===== config.mk =====
export PLATFORM = sky130hd
export DESIGN_NAME = key_debounce_press_classifier
export DESIGN_NICKNAME = d
export VERILOG_FILES = /design/src/rtl/kdpc_pkg.sv /design/src/rtl/key_debounce_press_classifier.sv
export SDC_FILE = /design/constraint.sdc
export NUM_CORES = 1
export LEC_CHECK = 0
export BUFFER_PORTS_ARGS = -buffer_cell sky130_fd_sc_hd__clkbuf_2
export CAP_MARGIN = 20
export CORE_UTILIZATION = 41
export CTS_CLUSTER_SIZE = 16
export DETAILED_ROUTE_END_ITERATION = 6
export MAX_ROUTING_LAYER = met4
export PLACE_DENSITY = 0.71
export SLEW_MARGIN = 25
export SYNTH_ARGS = -nofsm -noshare
export SYNTH_HDL_FRONTEND = slang
export SYNTH_SLANG_ARGS = --single-unit

===== constraint.sdc =====
create_clock -name i_clk -period 4.1 [get_ports i_clk]
set_input_delay 1.23 -clock i_clk [delete_from_list [all_inputs] [get_ports i_clk]]
set_output_delay 1.23 -clock i_clk [all_outputs]
set_load 0.005 [all_outputs]

===== src/rtl/kdpc_pkg.sv =====
package kdpc_pkg;

    localparam int NUM_KEYS = 12;

    localparam int KEY_W   = 12;
    localparam int TICK_W  = 8;
    localparam int LONG_W  = 10;
    localparam int COUNT_W = 4;
    localparam int EVENT_W = 3;
    localparam int CFG_IDX_W  = 4;
    localparam int CFG_DATA_W = 12;

    typedef logic [EVENT_W-1:0]   t_event;
    typedef logic [CFG_IDX_W-1:0] t_cfg_idx;

    localparam t_event EV_NONE     = 3'd0;
    localparam t_event EV_DOWN     = 3'd1;
    localparam t_event EV_SHORT_UP = 3'd2;
    localparam t_event EV_LONG     = 3'd3;
    localparam t_event EV_LONG_UP  = 3'd4;

    localparam t_cfg_idx CFG_DEBOUNCE_TICKS = 4'd0;
    localparam t_cfg_idx CFG_LONG_CHECKS    = 4'd1;
    localparam t_cfg_idx CFG_KEY_COUNT      = 4'd2;
    localparam t_cfg_idx CFG_RELEASE_MODE   = 4'd3;

endpackage


===== src/rtl/key_debounce_press_classifier.sv =====
// Key debounce and press classifier. Each request on the input channel is one timer tick
// carrying the raw active-low key pins; every tick yields exactly one result, which sits
// in a single output register from the cycle after the tick. A new tick is taken in
// every cycle, also while the previous result is being handed over; the input stalls only
// while a result waits in the output register and the output side stalls. The sampling
// prescaler, the four-phase press machine and the long-press counter all update in the
// cycle that takes a tick; when unstalled, one tick per clock. Configuration writes take
// effect on the next tick; writes to indexes above the four registers are ignored.
module key_debounce_press_classifier
    import kdpc_pkg::*;
(
    input  logic                  i_clk,
    input  logic                  i_rst_n,

    input  logic                  i_cfg_we,
    input  logic [CFG_IDX_W-1:0]  i_cfg_index,
    input  logic [CFG_DATA_W-1:0] i_cfg_data,

    input  logic                  i_in_valid,
    output logic                  o_in_stall,
    input  logic [KEY_W-1:0]      i_pin_levels,

    output logic                  o_out_valid,
    input  logic                  i_out_stall,
    output logic [EVENT_W-1:0]    o_event_code,
    output logic [KEY_W-1:0]      o_key_mask,
    output logic [KEY_W-1:0]      o_press_fire_mask,
    output logic [KEY_W-1:0]      o_release_fire_mask
);

    typedef enum logic [1:0] {
        PH_IDLE    = 2'd0,
        PH_CONFIRM = 2'd1,
        PH_HELD    = 2'd2,
        PH_LONG    = 2'd3
    } t_phase;

    // configuration
    logic [TICK_W-1:0]  r_debounce_ticks;
    logic [LONG_W-1:0]  r_long_checks;
    logic [COUNT_W-1:0] r_key_count;
    logic [KEY_W-1:0]   r_release_mode;

    // press state
    logic [TICK_W-1:0]  r_tick_count, n_tick_count;
    t_phase             r_phase, n_phase;
    logic [KEY_W-1:0]   r_held_mask, n_held_mask;
    logic [LONG_W-1:0]  r_long_count, n_long_count;

    // result register
    logic               r_out_valid;
    t_event             r_event_code, n_event_code;
    logic [KEY_W-1:0]   r_key_mask, n_key_mask;
    logic [KEY_W-1:0]   r_press_fire, n_press_fire;
    logic [KEY_W-1:0]   r_release_fire, n_release_fire;

    logic               w_accept;
    logic               w_sample;
    logic [TICK_W-1:0]  w_tick_inc;
    logic [LONG_W-1:0]  w_long_inc;
    logic [COUNT_W-1:0] w_keys_used;
    logic [KEY_W-1:0]   w_active;
    logic [KEY_W-1:0]   w_pressed;

    assign o_in_stall = r_out_valid && i_out_stall;
    assign w_accept   = i_in_valid && !o_in_stall;

    assign w_tick_inc = r_tick_count + TICK_W'(1);
    assign w_sample   = (w_tick_inc >= r_debounce_ticks);
    assign w_long_inc = r_long_count + LONG_W'(1);

    // key count saturates at the number of keys present
    assign w_keys_used = (r_key_count > COUNT_W'(NUM_KEYS)) ? COUNT_W'(NUM_KEYS) : r_key_count;

    always_comb begin
        for (int i = 0; i < KEY_W; i++) begin
            w_active[i] = (COUNT_W'(i) < w_keys_used) && (i < NUM_KEYS);
        end
    end

    assign w_pressed = ~i_pin_levels & w_active;

    always_comb begin
        n_tick_count = w_sample ? '0 : w_tick_inc;
        n_phase      = r_phase;
        n_held_mask  = r_held_mask;
        n_long_count = r_long_count;
        n_event_code = EV_NONE;
        n_key_mask   = '0;

        if (w_sample) begin
            unique case (r_phase)
                PH_IDLE: begin
                    if (w_pressed != '0) begin
                        n_held_mask = w_pressed;
                        n_phase     = PH_CONFIRM;
                    end
                end
                PH_CONFIRM: begin
                    if (w_pressed == r_held_mask) begin
                        n_phase      = PH_HELD;
                        n_event_code = EV_DOWN;
                        n_key_mask   = r_held_mask;
                    end else begin
                        n_phase = PH_IDLE;
                    end
                end
                PH_HELD: begin
                    if (w_pressed != r_held_mask) begin
                        n_phase      = PH_IDLE;
                        n_long_count = '0;
                        n_event_code = EV_SHORT_UP;
                        n_key_mask   = r_held_mask;
                    end else if (w_long_inc >= r_long_checks) begin
                        n_long_count = '0;
                        n_phase      = PH_LONG;
                        n_event_code = EV_LONG;
                        n_key_mask   = w_pressed;
                    end else begin
                        n_long_count = w_long_inc;
                    end
                end
                PH_LONG: begin
                    if (w_pressed != r_held_mask) begin
                        n_phase      = PH_IDLE;
                        n_event_code = EV_LONG_UP;
                        n_key_mask   = r_held_mask;
                    end
                end
            endcase
        end
    end

    // callback masks follow the per-key release mode; a short release fires for every released key
    always_comb begin
        n_press_fire   = '0;
        n_release_fire = '0;
        unique case (n_event_code)
            EV_DOWN:     n_press_fire   = n_key_mask & r_release_mode;
            EV_SHORT_UP: n_release_fire = n_key_mask;
            EV_LONG:     n_press_fire   = n_key_mask & ~r_release_mode;
            EV_LONG_UP:  n_release_fire = n_key_mask & r_release_mode;
            default: begin
            end
        endcase
    end

    always_ff @(posedge i_clk) begin
        if (!i_rst_n) begin
            r_debounce_ticks <= TICK_W'(3);
            r_long_checks    <= LONG_W'(100);
            r_key_count      <= COUNT_W'(12);
            r_release_mode   <= '0;
            r_tick_count     <= '0;
            r_phase          <= PH_IDLE;
            r_held_mask      <= '0;
            r_long_count     <= '0;
            r_out_valid      <= 1'b0;
        end else begin
            if (i_cfg_we) begin
                unique case (i_cfg_index)
                    CFG_DEBOUNCE_TICKS: r_debounce_ticks <= i_cfg_data[TICK_W-1:0];
                    CFG_LONG_CHECKS:    r_long_checks    <= i_cfg_data[LONG_W-1:0];
                    CFG_KEY_COUNT:      r_key_count      <= i_cfg_data[COUNT_W-1:0];
                    CFG_RELEASE_MODE:   r_release_mode   <= i_cfg_data[KEY_W-1:0];
                    default: begin
                    end
                endcase
            end
            if (w_accept) begin
                r_tick_count <= n_tick_count;
                r_phase      <= n_phase;
                r_held_mask  <= n_held_mask;
                r_long_count <= n_long_count;
                r_out_valid  <= 1'b1;
            end else if (!i_out_stall) begin
                r_out_valid <= 1'b0;
            end
        end
        if (w_accept) begin
            r_event_code   <= n_event_code;
            r_key_mask     <= n_key_mask;
            r_press_fire   <= n_press_fire;
            r_release_fire <= n_release_fire;
        end
    end

    assign o_out_valid         = r_out_valid;
    assign o_event_code        = r_event_code;
    assign o_key_mask          = r_key_mask;
    assign o_press_fire_mask   = r_press_fire;
    assign o_release_fire_mask = r_release_fire;

    // long counter only runs while held
    a_long_idle: assert property (@(posedge i_clk) disable iff (!i_rst_n)
        r_phase != PH_HELD |-> r_long_count == '0)
        else $error("long counter not clear outside held phase");

    a_held_nonzero: assert property (@(posedge i_clk) disable iff (!i_rst_n)
        r_phase != PH_IDLE |-> r_held_mask != '0)
        else $error("active phase with empty held mask");

    a_no_sample_no_event: assert property (@(posedge i_clk) disable iff (!i_rst_n)
        w_accept && !w_sample |=> o_out_valid && o_event_code == EV_NONE)
        else $error("event reported on a tick without a sample");

    a_none_is_empty: assert property (@(posedge i_clk) disable iff (!i_rst_n)
        o_out_valid && o_event_code == EV_NONE |->
            o_key_mask == '0 && o_press_fire_mask == '0 && o_release_fire_mask == '0)
        else $error("masks set without an event");

    a_release_kind: assert property (@(posedge i_clk) disable iff (!i_rst_n)
        o_out_valid && o_release_fire_mask != '0 |->
            o_event_code == EV_SHORT_UP || o_event_code == EV_LONG_UP)
        else $error("release callback on a non-release event");

endmodule

==> out/metrics.cfg <==
[synth]
synth_nets=621
mappedNetlistArea_sq_um=5370
ys.flop_type=dfxtp_1
synthArstFlopShare_pct=0
syn_avg_cell_area_sq_um=9.46
synth_seq_cells=106
yosysTopAreaCell=dfxtp_1
synth_area_leaders=dfxtp_1 (25%), edfxtp_1 (22%), mux2i_1 (5.4%)
ys_types=61
ys_seq_area_share_pct=46.8
synthCells=568
synth_edf_count=39
yosysTopAreaCellShare_pct=25.0
yosysWarnings=0

[final_layout]
multi_input_area_sq_um=2610
final_cells=814
fin_area_sq_um=6180
num_antenna_cells=0
drive_above_1_share_pct=18.4
final_common_cell=clkbuf_2
layout-area-overhead-vs-synth_pct=15.1
seqCellArea_sq_um=2510
num-fill-cells=1232
layout_common_cells=clkbuf_2 (73), dfxtp_1 (67), nor2_1 (59), nand2_1 (54), edfxtp_1 (39)
final_nets=690

[drt]
wl_per_cell_um=15.7
viasPerCell=5.40
via_count=4399
firstDrtPassIters=7
route.detailed.drc=0
wl_um=12700
drt-initial-drc-count=406
ant_nets=0

[sta]
hold_viol=0
relSlewSlack_pct=41.7
min_period_over_period_pct=88.0
fmax_mhz=277
rsz0062_at_grt=no
drv_slew=0
fin_tns_setup_ns=0
setup_viol=0
fin_worst_skew_ns=0.00658
post-route-min-period_ns=3.61
worstMarginPinSlew_ns=0.873
whs_ns=0.459

[clocking]
cts_buffers=9
h-tree-depth=3
clk_latency_ns=0.34
clkTransAtPathRegs_ns=0.07
clockRootBuffer=clkbuf_16
cts_tree=yes
post_cts_buffers=0
cts_hold_buf=0
clock-sinks=106
cts_resized=0
clockBufferDepth=2

[run]
maxCapViolations=0

[run_status]
status=complete, no violations

[floorplan]
start_util_pct=42.2
die_h_um=116
die-area_sq_um=13600
core_region_area_sq_um=12700
die_w_um=116
fp-row-count=41
io_pins=74

[power_and_ir_drop]
powerDensity_nw_per_um2=350
peakVddDrop_uv=208
p_switching_uw=544
p_int_uw=1620
p_seq_share_pct=53.4
switching_share_pct=25.1
finalPower_uw=2160
pwr-share-clk_pct=36.9
leakage_uw=0.00272
combPwrFrac_pct=9.7

[grt]
grt_max_degree=50
grt_pass1_vias=4000
overflow=0
antenna_found_initial=0
grt_usage_pct=20.3
grt_pass1_wl_um=20600

[placed_design]
hpwl_um=9370
postPlaceCellArea_sq_um=5910
io_buffers=73
gp_congestion=0.926
dp.cells=798

[setup_path]
path_max_fanout=14
crit_required_ns=4.19
endpoint_kind=flip-flop
start_kind=flip-flop
worstSetupPathType=reg2reg
cp_data_arrival_time_ns=3.70

[worst_hold_path]
hp-class=reg2reg

registers in the layout, summed over array words and instances (netlist names):
name                 count
r_phase                  2
r_key_count              4
o_out_valid              1
r_tick_count             8
r_held_mask             12
r_debounce_ticks         8
o_key_mask              12
r_release_mode          12
o_press_fire_mask       12
r_long_count            10
r_long_checks           10
o_event_code             3
o_release_fire_mask     12
per-layer routing:
| metal | track usage, % | wire length [um] | vias up |
|---|---|---|---|
| met5 | - | 0 | - |
| met4 | 5.81 | 193 | 0 |
| met3 | 3.17 | 783 | 14 |
| met2 | 32.2 | 5810 | 159 |
| met1 | 26.9 | 5960 | 2056 |
| li1 | - | - | 2170 |
worst paths after layout:
path | cells after the start | slack [ns] | start | to
setup reg to reg | 12 | 0.49 | r_tick_count[2]$_SDFFE_PN0P_ | o_key_mask[3]$_DFFE_PP_
setup / recovery | 12 | 0.49 | r_tick_count[2]$_SDFFE_PN0P_ | o_key_mask[3]$_DFFE_PP_
hold / removal | 2 | 0.46 | r_long_checks[1]$_SDFFE_PN0P_ | r_long_checks[1]$_SDFFE_PN0P_
hold reg to reg | 2 | 0.46 | r_long_checks[1]$_SDFFE_PN0P_ | r_long_checks[1]$_SDFFE_PN0P_
layout make-up:
type	count	area share, %
clock buffers	9	3.64
clock inverters	7	0.728
inverters	36	2.18
multi-input cells	401	42.2
flip-flops and latches	106	40.6
well taps	172	3.48
repair buffers	83	7.12
power groups by stage:
stage	clock (uW)	combinational, uW	sequential [uW]
final	798	210	1160
after global routing	860	235	1160
after CTS	813	211	1160
after detailed placement	0	210	1180
after global placement	0	208	1180
after floorplan	0	126	1170
worst max-delay path, stage by stage (launching register included):
cell and delay (ns):
dfxtp_1 0.41, and3_1 0.26, and3_1 0.27, nand3_1 0.12, xnor2_1 0.23, ha_1 0.29, and3_1 0.19, a221oi_1 0.28
o21ai_1 0.18, buf_4 0.20, nand2_1 0.38, o21ai_2 0.27, a22o_1 0.30
cell families after synthesis:
family / count (synthesis) / share of synthesized area (%)
simple gates: 197 / 17.9
compound gates: 134 / 17.1
flops: 106 / 46.8
buf+inv: 61 / 4.63
mux: 30 / 5.61
fa+ha+maj: 21 / 4.84
xor+xnor: 19 / 3.10
cell usage after synthesis, drive strengths merged (2+ instances only):
master    n
nor3b     3
nor4b     3
inv      36
a21o      4
and3     11
nand4     2
mux2i    29
nor4      2
nor2b     5
a31oi     2
a221oi    3
nand3b    6
o211a     9
or3       2
and2      2
a22oi     8
o2bb2ai   3
o211ai    7
o21a     10
nand2b   13
clkbuf   13
or2      10
buf      12
o221ai    2
nand2    54
dfxtp    67
a22o      6
a21oi    36
nand3    14
edfxtp   39
xor2      7
o21ai    26
a2111oi   7
a211o     2
nor2     59
nor3      7
ha       20
xnor2    12
a211oi    2
through the flow:
stage | util, % | worst slack (ns)
floorplan | - | 0.540
global placement | 46.5 | 0.564
detailed placement | 46.5 | 0.503
CTS | 48.6 | 0.548
global route | 48.6 | 0.281
finish | 48.6 | 0.492
Note: power is estimated with default switching activity, not from simulation.
